[src/rtl/core/spd_pkg.sv]
// Package for the slotted page directory: sizes, operation codes and the
// structs passed between the control and the free-slot search chain.
// No dependencies.
package spd_pkg;

    localparam int MAX_SLOTS    = 512;
    localparam int HEADER_BYTES = 8;
    localparam int SLOT_BYTES   = 4;
    localparam int PAGE_RESET   = 4096;

    localparam int SLOT_W    = $clog2(MAX_SLOTS);
    localparam int CNT_W     = SLOT_W + 1;
    localparam int BYTE_W    = 16;
    localparam int N_CELLS   = 8;
    localparam int CELL_W    = $clog2(N_CELLS);
    localparam int CELL_BITS = MAX_SLOTS / N_CELLS;
    localparam int LOC_W     = $clog2(CELL_BITS);

    typedef enum logic [2:0] {
        FUNC_INIT   = 3'd0,
        FUNC_INSERT = 3'd1,
        FUNC_DELETE = 3'd2,
        FUNC_GET    = 3'd3,
        FUNC_UPDATE = 3'd4
    } t_func;

    // search token travelling down the cell chain
    typedef struct packed {
        logic              valid;
        logic              found;
        logic [SLOT_W-1:0] idx;
    } t_scan;

    // free-map bit update broadcast to all cells
    typedef struct packed {
        logic              en;
        logic [SLOT_W-1:0] idx;
        logic              free;
    } t_bm_wr;

    typedef struct packed {
        logic [BYTE_W-1:0] offset;
        logic [BYTE_W-1:0] length;
    } t_entry;

endpackage

[src/rtl/core/spd_cell.sv]
// One cell of the free-slot search chain: holds a slice of the free map
// and passes the lowest-free-slot token to its neighbor. Depends on spd_pkg.
module spd_cell (
    input  logic                        i_clk,
    input  logic                        i_rst_n,
    input  logic [spd_pkg::CELL_W-1:0]  i_cell_id,
    input  logic                        i_clear,
    input  spd_pkg::t_bm_wr             i_bm_wr,
    input  spd_pkg::t_scan              i_scan,
    output spd_pkg::t_scan              o_scan
);
    import spd_pkg::*;

    logic [CELL_BITS-1:0] r_bits;
    t_scan                r_scan;
    logic                 w_any;
    logic [LOC_W-1:0]     w_loc;
    logic                 w_hit;

    assign w_any = |r_bits;
    assign w_hit = i_bm_wr.en && (i_bm_wr.idx[SLOT_W-1 -: CELL_W] == i_cell_id);

    always_comb begin
        w_loc = '0;
        for (int j = CELL_BITS - 1; j >= 0; j--) begin
            if (r_bits[j]) begin
                w_loc = LOC_W'(j);
            end
        end
    end

    always_ff @(posedge i_clk) begin
        if (!i_rst_n || i_clear) begin
            r_bits <= '0;
        end else if (w_hit) begin
            r_bits[i_bm_wr.idx[LOC_W-1:0]] <= i_bm_wr.free;
        end
    end

    always_ff @(posedge i_clk) begin
        if (!i_rst_n) begin
            r_scan.valid <= 1'b0;
        end else begin
            r_scan.valid <= i_scan.valid;
        end
        r_scan.found <= i_scan.found | w_any;
        r_scan.idx   <= i_scan.found ? i_scan.idx : {i_cell_id, w_loc};
    end

    assign o_scan = r_scan;

endmodule
[config.mk]
export PLATFORM = sky130hd
export DESIGN_NAME = spd_cell
export DESIGN_NICKNAME = d
export VERILOG_FILES = /design/src/rtl/core/spd_pkg.sv /design/src/rtl/core/spd_cell.sv
export SDC_FILE = /design/constraint.sdc
export NUM_CORES = 1
export LEC_CHECK = 0
export BUFFER_PORTS_ARGS = -buffer_cell sky130_fd_sc_hd__buf_2
export CORE_ASPECT_RATIO = 1.4
export CORE_UTILIZATION = 59
export DETAILED_ROUTE_END_ITERATION = 6
export PLACE_DENSITY = 0.92
export SLEW_MARGIN = 10
export SYNTH_ARGS = -nofsm -noshare
export SYNTH_HDL_FRONTEND = slang
export SYNTH_SLANG_ARGS = --single-unit
[constraint.sdc]
create_clock -name i_clk -period 2.25 [get_ports i_clk]
set_input_delay 0.45 -clock i_clk [delete_from_list [all_inputs] [get_ports i_clk]]
set_output_delay 0.45 -clock i_clk [all_outputs]
set_load 0.01 [all_outputs]
# Yosys cells after proc, flatten, opt, wreduce, memory -nomap -nowiden
# Index checks and enable logic that the tools add are counted.
# word_totals
reg_bits,75
latchBits,0
ramBits,0
mem_bits_ro,0
in_bits,28
output_inout_bits,11
wordCells,81
mem_count,0
# classes
add_sub_neg,0
multipliers,0
div,0
magnitude_cmp,2
eq_ne,1
shift,0
muxes,68
bitwise,1
reduce_logical,5
# ops
op,count
6-bit two-way mux,64
64-bit bitwise mux,1
64-bit OR reduction,1
9-bit two-way mux,1
"6-bit by 7-bit less-than comparator with 1-bit output, second input constant",1
1-bit demux with 6-bit select,1
"6-bit by 1-bit greater-or-equal comparator with 1-bit output, second input constant",1
3-bit == test,1
1-bit logical AND,2
1-bit zero test,1
1-bit logical OR,1
1-bit two-way mux,1
1-bit bitwise OR,1

# Depth between registers and ports, before layout
# depth
word_depth,65
depth_mapped,7
depth_no_buf,5

# Worst setup path before layout
# Ideal clock, no wire load.
# synth_path
kind,input to register
startpoint,input i_cell_id[0] in the netlist's numbering
endpoint,register r_bits[55]
setup_time_ns,0.131
arrival_ns,1.624
required_ns,2.119
path_slack_ns,0.495
cell_stages,7
n_path_buf,2
path_cell_list,xnor2_1 > and4_1 > buf_6 > nand4_4 > buf_6 > o211ai_1 > o31ai_1
# synth_between
elab_chain_len,2
# synth_rtl
element,line,text
start: declaration,spd_cell.sv:6,"input logic [spd_pkg::CELL_W-1:0] i_cell_id,"
3-bit == test,spd_cell.sv:21,assign w_hit = i_bm_wr.en && (i_bm_wr.idx[SLOT_W-1 -: CELL_W] == i_cell_id);
1-bit logical AND,spd_cell.sv:21,
end signal: indexed assignment,spd_cell.sv:36,r_bits[i_bm_wr.idx[LOC_W-1:0]] <= i_bm_wr.free;
end: declaration,spd_cell.sv:14,logic [CELL_BITS-1:0] r_bits;
# No other way between the ends.
# A chain may end at the register's enable or synchronous reset.

# Worst setup path after layout
# layout_path
startpoint,input i_cell_id[0] in the netlist's numbering
endpoint,register r_bits[14]
# Same word-level chain as after synthesis.

==> metrics.yaml <==
timing.final.max_slew_violations: 0
cts_buffers: 9
syn-num-nets: 488
period_minus_slack_ns: 1.81
wl_per_cell_um: 19.1
synth_cell_types: 54
die_height_um: 99.0
synth_xor_area_share_pct: 0.662
ys_async_sr_fraction_pct: 0
dp_hpwl_um: 7180
port_buffers: 38
synth.top_cell.area_share_pct: 37.8
worst_path_max_delay_cell: "nor3_4"
gp_congestion: 0.890
path_delay_family: "simple AND/OR/NAND/NOR gates"
ant_nets: 0
maxSlewHeadroom_pct: 56.0
netlist_area_um2: 3970
endpoint_kind: "flip-flop"
nFillCells: 466
start_util_pct: 60.8
gr-total-overflow: 0
vias_per_cell: 6.66
yosys_warnings: 0
violations: "design-rule violations"
p_per_area_nw_per_um2: 620
cts_resized: 0
netlist_top_cells_area: "dfxtp_1 (38%), mux2i_1 (8.1%), nand2_1 (7.8%), o31ai_1 (6.4%), o211ai_1 (6.2%)"
worstHoldPathCells: 3
clk_pin_slew_worst_paths_ns: 0.08
diodes: 0
avgSynthCellArea_um2: 8.63
die_x_um: 71.3
clock_latency_ns: 0.36
root_buffer: "clkbuf_8"
tightest_slew_ns: 0.660
ys.flop_type: "dfxtp_1"
hold_start: "i_scan[2]"
layout_setup_ws_ns: 0.437
skew_ns: 0.00459
ys_seq_area_share_pct: 37.8
clockBufferDepth: 2
whs_endpoint: "o_scan[2]$_DFF_P_"
cap_violations: 0
critPathLaunchType: "input port"
clock-sinks: 75
crit_type: "input port to flip-flop"
synth_compound_area_share_pct: 20.8
grt_pass1_vias: 3674
drive_above_1_share_pct: 16.4
synth_top_family_by_area: "simple AND/OR/NAND/NOR gates"
io_pins: 39
synth_edf_count: 0
synthCells: 460
path_buf_inv: 2
areaGrowthSynthToFinish_pct: 11.4
rsz0062_at_grt: "false"
cts_tree: "built"
die_area_um2: 7060
finalSetupViolCount: 0
hold_viol_final: 0
dr.pass1.iters: 7
status: "complete, but fails checks"
multi_input_area_um2: 2290
crit_arrival_ns: 2.07
synth_mux_area_share_pct: 8.92
wirelength_um: 10900
core_um2: 6530
cp.required_ns: 2.51
drt_iter0_drc: 352
whs_ns: 0.296
crit_chain: "buf_2 -> xnor2_1 -> buf_4 -> nand4_4 -> nor3_4 -> nand2_1 -> mux2i_1"
antenna_found_initial: 0
r2r_end: "o_scan[0]$_DFF_P_"
yosys.area.top_type: "dfxtp_1"
ctsHoldBuffers: 0
grt_pass1_wl_um: 17400
cts.htree.levels: 3
grt_max_degree: 65
period_share_pct: 80.6
via_count: 3790
yosys.area_share.adder_pct: 0
critPathMaxFanout: 8
yosys.area_share.simple_pct: 27.0
fmaxAchievable_ghz: 0.552
slowest_delay_ns: 0.51
rows: 35
leakage_nw: 1.86
hold_class: "input port to flip-flop"
ir_drop_v: 0.000340
setup_tns_ns: 0
r2r-start: "r_bits[38]$_SDFFE_PP0P_"
post_cts_buffers: 0
regArea_um2: 1500
gr-usage-all-layers_pct: 31.9
dpl_worst_slack_ns: 0.117
r2r_cells: 4
ys_ff_latch: 75
r2r_setup_slack_ns: 0.46
drc_errors: 2
finalNetCount: 518
==> logic make-up after synthesis <==
| logic type | after synthesis |
|---|---|
| simple gates | 195 |
| xor+xnor | 3 |
| compound gates | 113 |
| flops | 75 |
| mux | 35 |
| buf+inv | 39 |
==> layout by cell type, fill, tap and decap left out, types with 3 or more instances in the layout <==
cell type	Yosys	routed
o31ai_1	34	34
a2111oi_0	3	3
xnor2_1	3	3
a21oi_1	10	10
nand2b_1	5	5
and3_1	4	4
nor2_1	36	36
clkbuf_8	0	11
a31oi_1	3	3
and3b_1	3	3
nor4_1	10	10
o21ai_0	10	10
nand3_1	7	7
nand2_1	82	81
or4_1	9	9
buf_2	2	38
o211ai_1	33	33
nor3_1	10	10
dfxtp_1	75	75
and2_1	3	3
mux2_2	3	3
or3_1	4	4
buf_4	1	8
mux2i_1	32	32
nor2b_1	5	4
inv_1	11	11
==> routing by layer <==
layer | wire length (um) | up-vias | global-route usage [%]
met1 | 3990 | 1756 | 34.2
met3 | 819 | 57 | 7.67
met2 | 5490 | 210 | 54.5
met5 | 0 | - | 0
li1 | - | 1767 | -
met4 | 582 | 0 | 22.3
==> worst max path at each step <==
stage / startpoint / end / cells past startpoint / slack (ns)
finish: i_cell_id[0] / r_bits[14]$_SDFFE_PP0P_ / 7 / 0.44
global route: i_cell_id[1] / r_bits[60]$_SDFFE_PP0P_ / 7 / 0.38
CTS: i_cell_id[0] / r_bits[60]$_SDFFE_PP0P_ / 7 / 0.47
detailed placement: i_cell_id[0] / r_bits[60]$_SDFFE_PP0P_ / 7 / 0.12
global placement: i_cell_id[0] / r_bits[28]$_SDFFE_PP0P_ / 7 / 0.19
floorplan: i_cell_id[0] / r_bits[55]$_SDFFE_PP0P_ / 7 / 0.50
==> worst register-to-register path, stage by stage (launching register included) <==
cell and delay (ns):
dfxtp_1 0.35, or4_1 0.53, a2111oi_0 0.40, a311oi_1 0.20, o211ai_1 0.22
==> power breakdown <==
group / internal, mW / switching [mW]
logic: 0.0727 / 0.136
registers: 1.34 / 0.00330
clock network: 0.684 / 0.505
==> synthesized netlist by cell type (3+ instances only) <==
cell type	count
a21oi_1	10
mux2i_1	32
nor4_1	10
and3_1	4
inv_1	11
nand2b_1	5
clkbuf_1	16
xnor2_1	3
nor2_1	36
a2111oi_0	3
dfxtp_1	75
and3b_1	3
buf_6	5
nand3_1	7
mux2_2	3
or4_1	9
a31oi_1	3
o21ai_0	10
o31ai_1	34
nor2b_1	5
nand2_1	82
or3_1	4
o211ai_1	33
and2_1	3
buf_1	4
nor3_1	10
==> cell type report <==
class,instances,share of cell area [%]
Multi-Input combinational cell,346,51.7
Sequential cell,75,34.0
Timing Repair Buffer,47,6.11
Clock buffer,12,3.51
Tap cell,74,2.09
Clock inverter,4,1.64
Inverter,11,0.934
==> registers in the layout, summed over array words and instances (netlist names) <==
register and count:
r_bits 64, o_scan 11
==> stage by stage <==
| stage | utilization [%] | std cells | total power [mW] | cell area (um^2) |
|---|---|---|---|---|
| detailed placement | 64.3 | 553 | 1.58 | 4190 |
| floorplan | - | 460 | 1.50 | 3970 |
| CTS | 67.7 | 569 | 2.74 | 4420 |
| finish | 67.7 | 569 | 2.74 | 4420 |
| global placement | 64.3 | 553 | 1.57 | 4190 |
| global route | 67.7 | 569 | 2.81 | 4420 |
No activity file was read; power rests on OpenSTA's default activity.
